===== src/hw/rtl/blns_pkg.sv =====
// Shared types, constants and helpers for the bicubic lattice noise sampler.
// No dependencies; used by blns_ctrl, blns_datapath and the top level.
package blns_pkg;

    localparam int MAX_SIDE = 64;
    localparam int DEPTH    = MAX_SIDE * MAX_SIDE;
    localparam int ADDR_W   = $clog2(DEPTH);
    localparam int SIDE_W   = 7;
    localparam int COORD_W  = 6;
    localparam int PW       = 28;        // operand width of a cubic (row results)
    localparam int XW       = 52;        // wide intermediate width
    localparam int XL       = XW / 2;    // split point of the multiplicand
    localparam int PRW      = XW + 17;   // product width
    localparam int NOISE_W  = 18;

    localparam logic [3:0] PH_ABC = 4'd0;
    localparam logic [3:0] PH_M0A = 4'd1;
    localparam logic [3:0] PH_M1A = 4'd2;
    localparam logic [3:0] PH_U   = 4'd3;
    localparam logic [3:0] PH_M0B = 4'd4;
    localparam logic [3:0] PH_M1B = 4'd5;
    localparam logic [3:0] PH_W   = 4'd6;
    localparam logic [3:0] PH_M0C = 4'd7;
    localparam logic [3:0] PH_M1C = 4'd8;
    localparam logic [3:0] PH_FIN = 4'd9;

    localparam logic [2:0] COL_PASS = 3'd4;
    localparam logic [4:0] FETCH_LAST = 5'd16;

    localparam logic OP_WRITE  = 1'b0;
    localparam logic OP_SAMPLE = 1'b1;

    typedef enum logic [3:0] {
        S_IDLE  = 4'b0001,
        S_FETCH = 4'b0010,
        S_CALC  = 4'b0100,
        S_DONE  = 4'b1000
    } t_state;

    typedef struct packed {
        logic       load;      // capture item fields
        logic       wr;        // write lattice entry
        logic       rd;        // issue a lattice read
        logic [3:0] rd_k;      // neighbourhood position of that read
        logic       cap;       // shift read data into the window
        logic       calc;      // run one cubic step
        logic [3:0] phase;
        logic       col;       // column pass (over row results)
        logic       out_load;  // load the output register
    } t_cmd;

    // Clamp anchor + ofs - 1 into 0..side-1.
    function automatic logic [COORD_W-1:0] clamp_ofs(input logic [COORD_W-1:0] anchor,
                                                     input logic [1:0] ofs,
                                                     input logic [SIDE_W-1:0] side);
        logic [7:0] v;
        logic [7:0] s8;
        v  = {2'b00, anchor} + {6'b0, ofs};
        s8 = {1'b0, side};
        if (v == 8'd0) begin
            clamp_ofs = '0;
        end else if ((v - 8'd1) >= s8) begin
            clamp_ofs = COORD_W'(s8 - 8'd1);
        end else begin
            clamp_ofs = COORD_W'(v - 8'd1);
        end
    endfunction

endpackage


===== src/hw/rtl/blns_ctrl.sv =====
// Controller FSM of the lattice noise sampler: handshakes and step sequencing.
// Depends on blns_pkg; drives blns_datapath through a t_cmd struct.
module blns_ctrl (
    input  logic           i_clk,
    input  logic           i_rst_n,
    input  logic           i_in_valid,
    output logic           o_in_ready,
    input  logic           i_operation,
    output logic           o_out_valid,
    input  logic           i_out_ready,
    output blns_pkg::t_cmd o_cmd
);

    blns_pkg::t_state r_state, n_state;
    logic [4:0] r_cnt, n_cnt;
    logic [2:0] r_pass, n_pass;
    logic [3:0] r_phase, n_phase;
    logic       r_out_valid, n_out_valid;
    logic       accept;

    assign o_in_ready  = (r_state == blns_pkg::S_IDLE);
    assign o_out_valid = r_out_valid;
    assign accept      = i_in_valid && o_in_ready;

    always_comb begin
        n_state     = r_state;
        n_cnt       = r_cnt;
        n_pass      = r_pass;
        n_phase     = r_phase;
        n_out_valid = r_out_valid;
        o_cmd       = '0;
        o_cmd.rd_k  = r_cnt[3:0];
        o_cmd.phase = r_phase;
        o_cmd.col   = (r_pass == blns_pkg::COL_PASS);
        if (r_out_valid && i_out_ready) begin
            n_out_valid = 1'b0;
        end
        case (r_state)
            blns_pkg::S_IDLE: begin
                if (accept) begin
                    o_cmd.load = 1'b1;
                    if (i_operation == blns_pkg::OP_WRITE) begin
                        o_cmd.wr = 1'b1;
                        n_state  = blns_pkg::S_DONE;
                    end else begin
                        n_cnt   = '0;
                        n_state = blns_pkg::S_FETCH;
                    end
                end
            end
            blns_pkg::S_FETCH: begin
                o_cmd.rd  = (r_cnt != blns_pkg::FETCH_LAST);
                o_cmd.cap = (r_cnt != 5'd0);
                n_cnt     = r_cnt + 5'd1;
                if (r_cnt == blns_pkg::FETCH_LAST) begin
                    n_pass  = '0;
                    n_phase = blns_pkg::PH_ABC;
                    n_state = blns_pkg::S_CALC;
                end
            end
            blns_pkg::S_CALC: begin
                o_cmd.calc = 1'b1;
                if (r_phase == blns_pkg::PH_FIN) begin
                    n_phase = blns_pkg::PH_ABC;
                    if (r_pass == blns_pkg::COL_PASS) begin
                        n_state = blns_pkg::S_DONE;
                    end else begin
                        n_pass = r_pass + 3'd1;
                    end
                end else begin
                    n_phase = r_phase + 4'd1;
                end
            end
            blns_pkg::S_DONE: begin
                if (!r_out_valid || i_out_ready) begin
                    o_cmd.out_load = 1'b1;
                    n_out_valid    = 1'b1;
                    n_state        = blns_pkg::S_IDLE;
                end
            end
            default: begin
                n_state = blns_pkg::S_IDLE;
            end
        endcase
    end

    always_ff @(posedge i_clk) begin
        if (!i_rst_n) begin
            r_state     <= blns_pkg::S_IDLE;
            r_cnt       <= '0;
            r_pass      <= '0;
            r_phase     <= blns_pkg::PH_ABC;
            r_out_valid <= 1'b0;
        end else begin
            r_state     <= n_state;
            r_cnt       <= n_cnt;
            r_pass      <= n_pass;
            r_phase     <= n_phase;
            r_out_valid <= n_out_valid;
        end
    end

endmodule


===== config.mk =====
export PLATFORM = sky130hd
export DESIGN_NAME = blns_ctrl
export DESIGN_NICKNAME = d
export VERILOG_FILES = /design/src/hw/rtl/blns_pkg.sv /design/src/hw/rtl/blns_ctrl.sv
export SDC_FILE = /design/constraint.sdc
export NUM_CORES = 1
export LEC_CHECK = 0
export ABC_AREA = 1
export BUFFER_PORTS_ARGS = -buffer_cell sky130_fd_sc_hd__buf_2
export CAP_MARGIN = 20
export CORE_ASPECT_RATIO = 0.5
export CORE_MARGIN = 10
export CORE_UTILIZATION = 40
export CTS_CLUSTER_DIAMETER = 40
export CTS_CLUSTER_SIZE = 10
export DETAILED_ROUTE_END_ITERATION = 8
export PLACE_DENSITY_LB_ADDON = 0.3
export SLEW_MARGIN = 40
export SYNTH_ARGS = -nofsm -noshare
export SYNTH_HDL_FRONTEND = slang
export SYNTH_SLANG_ARGS = --single-unit

===== constraint.sdc =====
create_clock -name i_clk -period 2.1 [get_ports i_clk]
set_input_delay 0.42 -clock i_clk [delete_from_list [all_inputs] [get_ports i_clk]]
set_output_delay 0.42 -clock i_clk [all_outputs]
set_load 0.005 [all_outputs]

# ---- Yosys cells after proc, flatten, opt, wreduce, memory -nomap -nowiden
# Cells that the tools add are included.
dict set report word_totals {
  latchBits 0
  mem_bits_ro 0
  in_bits 5
  ramBits 0
  reg_bits 17
  out_inout_bits 17
  word_cells 62
  memories 0
}
dict set report classes {
  addsub 3
  bitwise_logic 0
  reduce_logical 11
  shifts 0
  div_mod_pow 0
  eq_ne 15
  n_lt_le_gt_ge 0
  n_mux 28
  n_mul 0
}
# operator n
set ops {}
lappend ops {{$mux 4} 8}
lappend ops {{$pmux 4 s4} 1}
lappend ops {{$mux 5} 2}
lappend ops {{$ne 2x2->1 const B} 5}
lappend ops {{$pmux 5 s2} 1}
lappend ops {{$mux 1} 9}
lappend ops {{$mux 3} 3}
lappend ops {{$eq 4x4->1 const B} 2}
lappend ops {{$pmux 4 s2} 1}
lappend ops {{$pmux 3 s2} 1}
lappend ops {{$add 5x1->5 const B} 1}
lappend ops {{$eq 5x5->1 const B} 1}
lappend ops {{$ne 5x5->1 const B} 1}
lappend ops {{$reduce_and 5->1} 1}
lappend ops {{$reduce_bool 5->1} 1}
lappend ops {{$add 4x1->4 const B} 1}
lappend ops {{$eq 4x1->1 const B} 1}
lappend ops {{$eq 4x2->1 const B} 1}
lappend ops {{$eq 4x3->1 const B} 1}
lappend ops {{$mux 2} 2}
lappend ops {{$ne 2x1->1 const B} 2}
lappend ops {{$reduce_and 4->1} 1}
lappend ops {{$reduce_bool 2->1} 2}
lappend ops {{$add 3x1->3 const B} 1}
lappend ops {{6 further kinds} 7}

# ---- Longest topological paths before layout
# Gate-level depths: netlist of run 1.
dict set report logic_depth {
  word_depth 4
  ltp_mapped 9
  mapped_depth_nobuf 9
}

# ---- Worst setup path after synthesis of run 1
# OpenSTA, ideal clock, no wires.
dict set report synth_path {
  path_type {register -> output}
  start {register r_cnt[0]}
  end {output port o_cmd[12] (netlist name)}
  path_stages_with_launch 6
  setup_slack_ns 0.827
  arrival_time_ns 0.853
  path_cell_list {dfxtp_1 inv_1 ha_1 nand3_2 nand2_4 inv_1}
}
# item line
set synth_lines {}
lappend synth_lines {{from (decl)} blns_ctrl.sv:15} ;# logic [4:0] r_cnt, n_cnt;
lappend synth_lines {{from (signal assigned)} blns_ctrl.sv:96} ;# r_cnt <= n_cnt;
lappend synth_lines {{to (decl)} blns_ctrl.sv:11} ;# output blns_pkg::t_cmd o_cmd

==> results of run 1 <==
==> power by group through the flow <==
stage	sequential (mW)	clock (mW)	combinational, mW
CTS	0.416	0.263	0.507
finish	0.416	0.255	0.499
global route	0.424	0.281	0.577
detailed placement	0.424	0	0.505
global placement	0.422	0	0.506
floorplan	0.418	0	0.379
==> cells in the final DEF (no fill, tap or decap) <==
cell type / count
nand2_1: 29
inv_1: 22
buf_2: 21
nand3_1: 17
dfxtp_1: 17
nor2_1: 15
a21oi_1: 13
ha_1: 6
inv_2: 4
nand3_2: 4
nor2_4: 3
nor2_2: 3
xor2_1: 3
clkbuf_8: 3
nor3_1: 2
nand2_2: 2
nand2_4: 2
o21ai_1: 2
xnor2_1: 2
or2_1: 2
nand4_1: 1
nand3_4: 1
o21ai_0: 1
clkinv_2: 1
==> layer usage <==
layer | share of wire [%] | vias to the layer above | wire length, um | track usage [%]
met5 | 0 | - | 0 | 0
met4 | 1.1 | 0 | 25 | 2.58
met3 | 4.8 | 2 | 114 | 3.00
met2 | 48 | 17 | 1130 | 16.2
met1 | 46 | 429 | 1090 | 11.2
li1 | - | 529 | - | -
==> final timing paths <==
kind                            from                 endpoint  slack (ns)
min                          i_rst_n  r_state[0]$_SDFFE_PN1P_        0.39
min reg2reg  r_phase[1]$_SDFFE_PN0P_  r_phase[1]$_SDFFE_PN0P_        0.51
max          r_state[1]$_SDFFE_PN0P_                 o_cmd[6]        0.36
max reg2reg  r_phase[0]$_SDFFE_PN0P_  r_state[2]$_SDFFE_PN0P_        0.75
==> synth_stat cells <==
cell,count,area [um2]
a21oi_1,13,65.1
nand3_2,4,40.0
buf_4,4,30.0
nand4_1,1,6.26
inv_2,4,15.0
nand3_4,1,17.5
nand2_4,2,22.5
dfxtp_1,17,340
nor2_1,15,56.3
nand3_1,17,85.1
nor3_1,2,10.0
nor2_4,3,33.8
nand2_1,29,109
nor2_2,3,18.8
o21ai_1,2,10.0
xnor2_1,2,17.5
nand2_2,2,12.5
ha_1,6,75.1
clkbuf_1,1,3.75
o21ai_0,1,5.00
or2_1,2,12.5
inv_1,22,82.6
xor2_1,3,26.3
==> metrics by stage <==
step	power [mW]	worst slack, ns	util [%]
2_1_floorplan	0.797	0.827	-
3_3_place_gp	0.928	0.678	46.6
3_5_place_dp	0.928	0.659	46.6
4_1_cts	1.19	0.355	48.4
5_1_grt	1.28	0.282	48.4
6_report	1.17	0.357	48.4
==> cell type report <==
type                    instances  area [um2]  share of cell area, %
clock buffers                   3        41.3                   3.28
clock inverters                 1        5.00                  0.398
inverters                      26        97.6                   7.75
multi-input cells             108         623                   49.5
flip-flops and latches         17         340                   27.0
well taps                      37        46.3                   3.68
repair buffers                 21         105                   8.35
==> flip-flops by register name (all words and copies together) (netlist names) <==
name         flops
o_out_valid      1
r_state          4
r_pass           3
r_cnt            5
r_phase          4
==> cell families (layout without fill, tap and decap cells) <==
family          count (synthesis)  count (layout)  synth area share, %
simple gates                   81              81                 38.7
flops                          17              17                 31.1
buf+inv                        31              51                 12.0
xor+xnor                        5               5                 4.00
compound gates                 16              16                 7.31
fa+ha+maj                       6               6                 6.86
==> worst reg2reg max path: stages, from the launching register on <==
cell     delay, ns
dfxtp_1       0.43
ha_1          0.18
nand3_1       0.14
nand3_4       0.14
nand2_4       0.06
nor2_1        0.19
nor2_1        0.06
nor2_1        0.09
==> reports/metrics.yaml, run 1 <==
outcome:
  status: "finished clean"
setup_path:
  crit_type: "register to primary output"
  worst-path-stages: 4
  crit_buf_inv: 2
  cp_slowest_cell: "dfxtp_1"
  max_stage_delay_ns: 0.36
  worstSetupEndpointType: "primary output"
  cp_top_family: "simple AND/OR/NAND/NOR gates"
  reg2reg_depth: 7
  crit_fanout: 5
  cp.arrival_ns: 1.32
  required_ns: 1.68
  crit_chain: "nor2_2, nand2_1, inv_2, buf_2"
  startpoint_type: "register"
timing:
  hold_ws_ns: 0.388
  tightest_slew_ns: 0.407
  finalClockSkew_ns: 0.00160
  tns_ns: 0
  max_freq_mhz: 574
  finalHoldViolations: 0
  slew_headroom_pct: 72.8
  setup_viol: 0
  slew_violations: 0
  rsz0062_at_grt: "false"
  fin_crit_ns: 1.74
  period_share_pct: 83.0
clocking:
  cts_root_buffer: "clkbuf_8"
  post_cts_buffers: 0
  cts_sinks: 17
  h-tree-depth: 1
  ctsHoldBuffers: 0
  ctsResizeCount: 0
  cts_tree: "yes"
  numCtsBuffers: 3
  clk_pin_slew_worst_paths_ns: 0.07
  clockBufferDepth: 2
  clkLatencyLatePin_ns: 0.26
placement:
  dp.cells: 209
  dp_hpwl_mm: 1.87
  dpl-instance-area_um2: 1210
  io_buffers: 21
  routabilityCongestion: 0.805
layout:
  filler_cell_count: 275
  drive_above_1_share_pct: 25.0
  finalNonFillerCells: 213
  n_antenna_cell: 0
  finish.instance_area_um2: 1260
  area_growth_pct: 15.0
  fin_nets: 188
pwr:
  powerDensity_nw_per_um2: 930
  intPower_uw: 670
  seqPwrFrac_pct: 35.5
  ir_drop_v: 0.000289
  clockPowerShare_pct: 21.8
  switching_share_pct: 42.8
  switching_power_uw: 501
  pwr-share-comb_pct: 42.6
  p_leak_nw: 0.644
die:
  start_util_pct: 42.1
  ios: 22
  rows: 13
  core_area_um2: 2600
  die_w_um: 94.0
  dieArea_um2: 5360
  die_y_um: 57.0
route:
  detail_route.first_pass.iterations: 4
  drt_iter0_drc: 41
  via_count: 977
  postRouteAntennaNets: 0
  routedWlPerCell_um: 11.1
  via_per_inst: 4.59
  route.detailed.drc: 0
  drt-total-wl_mm: 2.36
hold_path:
  hold_class: "input pin to register"
  min_path_cells: 2
synthesis:
  synth-seq-cells: 17
  synth.avg_cell_area_um2: 7.02
  ys_types: 23
  synth_nets: 167
  synth_warnings: 0
  synthCells: 156
  seq_area_frac_synth_pct: 31.1
  syn-cell-area_um2: 1090
global_route:
  grt.total_usage_pct: 9.45
  grt_pass1_wl_mm: 4.18
  grt_pass1_vias: 944
  grt_max_degree: 14
  gr-total-overflow: 0
  antenna_found_initial: 0
job:
  max_cap_viol_count: 0
(Power assumes the default switching activity.)
==> run 2: changes to the inputs <==
Settings changed: ABC_AREA 1 to 0, CORE_ASPECT_RATIO 0.5 to unset.
Clock period 2.1 ns to 1.6 ns, I/O delays scaled along.
==> run 2 against run 1 <==
Against the previous run: the run now ends with setup timing left; setup slack got worse by 0.61 ns; critical path depth increased by 1; synthesized cell count decreased by 24%; core utilization increased by 13 points; combinational power decreased by 65%; cell area increased by 19%; hold slack got worse by 0.084 ns.
==> reports/metrics.yaml, run 2 <==
outcome:
  status: "finished with violations"
  violations: "setup timing"
global_route:
  grt_pass1_wl_mm: 4.42
  grt_pass1_vias: 1016
  gr-total-overflow: 0
  antenna_found_initial: 0
  grt_max_degree: 19
  grt.total_usage_pct: 10.6
setup_path:
  crit_fanout: 4
  cp.arrival_ns: 1.53
  r2r_slack_ns: -0.16
  crit_type: "register to primary output"
  r2r_start: "r_state[0]$_SDFFE_PN1P_"
  worstSetupEndpointType: "primary output"
  setup.worst_path.end: "o_cmd[13]"
  required_ns: 1.28
  r2r_end: "r_phase[2]$_SDFFE_PN0P_"
  reg2reg_depth: 4
  crit_start: "r_state[2]$_SDFFE_PN0P_"
  startpoint_type: "register"
die:
  die_w_um: 70.1
  die_y_um: 70.1
  dieArea_um2: 4910
  core_area_um2: 2430
  start_util_pct: 41.3
  ios: 22
  rows: 18
route:
  m1WireLength_mm: 1.17
  detail_route.first_pass.iterations: 4
  top_layer: "met4"
  routedWlPerCell_um: 14.4
  via_per_inst: 5.29
  route.detailed.drc: 0
  drt_iter0_drc: 25
  via_count: 1015
  drt-total-wl_mm: 2.77
  postRouteAntennaNets: 0
  wl_met2_mm: 1.40
  met3_length_um: 122
clocking:
  numCtsBuffers: 3
  h-tree-depth: 1
  cts_sinks: 17
  clkLatencyLatePin_ns: 0.30
  ctsHoldBuffers: 0
  clockBufferDepth: 2
  clk_pin_slew_worst_paths_ns: 0.10
  cts_tree: "yes"
  cts_root_buffer: "clkbuf_4"
synthesis:
  async_flop_share_pct: 0
  synth_warnings: 0
  synthFlopType: "dfxtp_1"
  synth-edff-count: 0
  syn-cell-area_um2: 1000
  ys_top_cells_by_count: "dfxtp_1, nor2_1, o21ai_0"
  seq_area_frac_synth_pct: 33.9
  synthTopCellsByArea: "dfxtp_1, ha_1, nor2b_1, o21ai_0, nor2_1"
  yosysTopAreaCell: "dfxtp_1"
  ys_types: 40
  synth_top_area_share_pct: 33.9
  synthCells: 119
  synth-seq-cells: 17
  synth_nets: 130
  synth.avg_cell_area_um2: 8.43
  yosysMostFrequentCell: "dfxtp_1"
timing:
  finalClockSkew_ns: 0.00137
  max_freq_mhz: 541
  rsz0062_at_grt: "true"
  slew_violations: 0
  fin_crit_ns: 1.85
  slew_headroom_pct: 78.2
  period_share_pct: 116
  finalHoldViolations: 0
  tightest_slew_ns: 0.326
  setup_ws_ns: -0.249
  setup_viol: 9
  hold_ws_ns: 0.304
job:
  max_cap_viol_count: 0
pwr:
  clockPowerShare_pct: 28.7
  ir_drop_v: 0.000529
  seqPwrFrac_pct: 51.3
  switching_share_pct: 26.9
  intPower_uw: 633
  switching_power_uw: 233
  powerDensity_nw_per_um2: 576
  pwr-share-comb_pct: 20.0
  p_leak_nw: 0.655
layout:
  area_growth_pct: 49.9
  drive_above_1_share_pct: 46.9
  n_antenna_cell: 0
  finish.utilization_pct: 61.8
  layout_common_cells: "buf_4, buf_2, dfxtp_1"
  fin_nets: 174
  layout_commonest_cell: "buf_4"
  reg.largest.list: "r_cnt (5), r_phase (4), r_state (4)"
  top_register: "r_cnt"
  largest_reg_flops: 5
placement:
  routabilityCongestion: 0.861
  io_buffers: 21
  dp_hpwl_mm: 1.87
hold_path:
  hold_class: "input pin to register"
-- run 2: worst min path at each step --
stage	from	to	slack [ns]	cells past startpoint
6_report	i_in_valid	r_state[0]$_SDFFE_PN1P_	0.30	3
5_1_grt	i_in_valid	r_state[0]$_SDFFE_PN1P_	0.33	3
4_1_cts	i_in_valid	r_state[0]$_SDFFE_PN1P_	0.30	3
3_5_place_dp	r_pass[0]$_SDFFE_PN0P_	r_pass[0]$_SDFFE_PN0P_	0.49	2
3_3_place_gp	r_pass[0]$_SDFFE_PN0P_	r_pass[0]$_SDFFE_PN0P_	0.48	2
2_1_floorplan	r_pass[0]$_SDFFE_PN0P_	r_pass[0]$_SDFFE_PN0P_	0.46	2
-- run 2: final cells by class --
| type | instances | area, um2 |
|---|---|---|
| tap | 30 | 37.5 |
| multi-input combinational | 85 | 702 |
| sequential | 17 | 358 |
| fill | 216 | 928 |
| inverter | 9 | 38.8 |
| timing repair buffer | 47 | 342 |
| clock buffer | 4 | 26.3 |
-- run 2: kinds of logic after synthesis --
kind of cell / Yosys count / share of synthesized area, %
AND/OR/NAND/NOR: 47 / 28.9
AO/OA/AOI/OAI: 29 / 19.1
XOR/XNOR: 3 / 2.62
flip-flops: 17 / 33.9
adder cells (fa/ha/maj): 6 / 7.48
buffers and inverters: 17 / 7.98
-- run 2: critical path, cell delays in order (launching register included) --
cell,delay [ns]
dfxtp_4,0.38
nor4b_4,0.31
buf_4,0.16
and2_4,0.14
nor2b_4,0.13
buf_2,0.11
-- run 2: what timing repair did --
action / 4_1_cts / 5_1_grt
pin swaps: 4 / 9
endpoints found under the setup margin: 9 / 14
hold endpoints to repair: 0 / 0
gates resized for setup: 25 / 19
cloned: 0 / 0
buffers inserted: 3 / 6
-- run 2: layer usage --
layer / track usage, % / vias to the layer above
li1: - / 505
met1: 11.4 / 476
met2: 18.3 / 25
met3: 2.54 / 9
met4: 6.36 / 0
met5: 0 / -
-- run 2: through the flow --
stage                     setup WS (ns)  instances  total power [mW]  TNS [ns]  instance area [um2]
after floorplan                 -0.0257        119             0.508   -0.0445                 1020
after global placement          -0.0149        179             0.568   -0.0229                 1240
after detailed placement        -0.0777        179             0.570    -0.139                 1240
after CTS                        -0.200        186             0.849     -1.08                 1390
after global routing             -0.315        192             0.901     -1.92                 1500
final                            -0.249        192             0.866     -1.40                 1500
-- run 2: power by group through the flow --
| stage | clock [mW] | sequential, mW | combinational, mW |
|---|---|---|---|
| finish | 0.249 | 0.444 | 0.173 |
| global route | 0.270 | 0.447 | 0.185 |
| CTS | 0.253 | 0.442 | 0.153 |
| detailed placement | 0 | 0.451 | 0.118 |
| global placement | 0 | 0.450 | 0.118 |
| floorplan | 0 | 0.453 | 0.0548 |
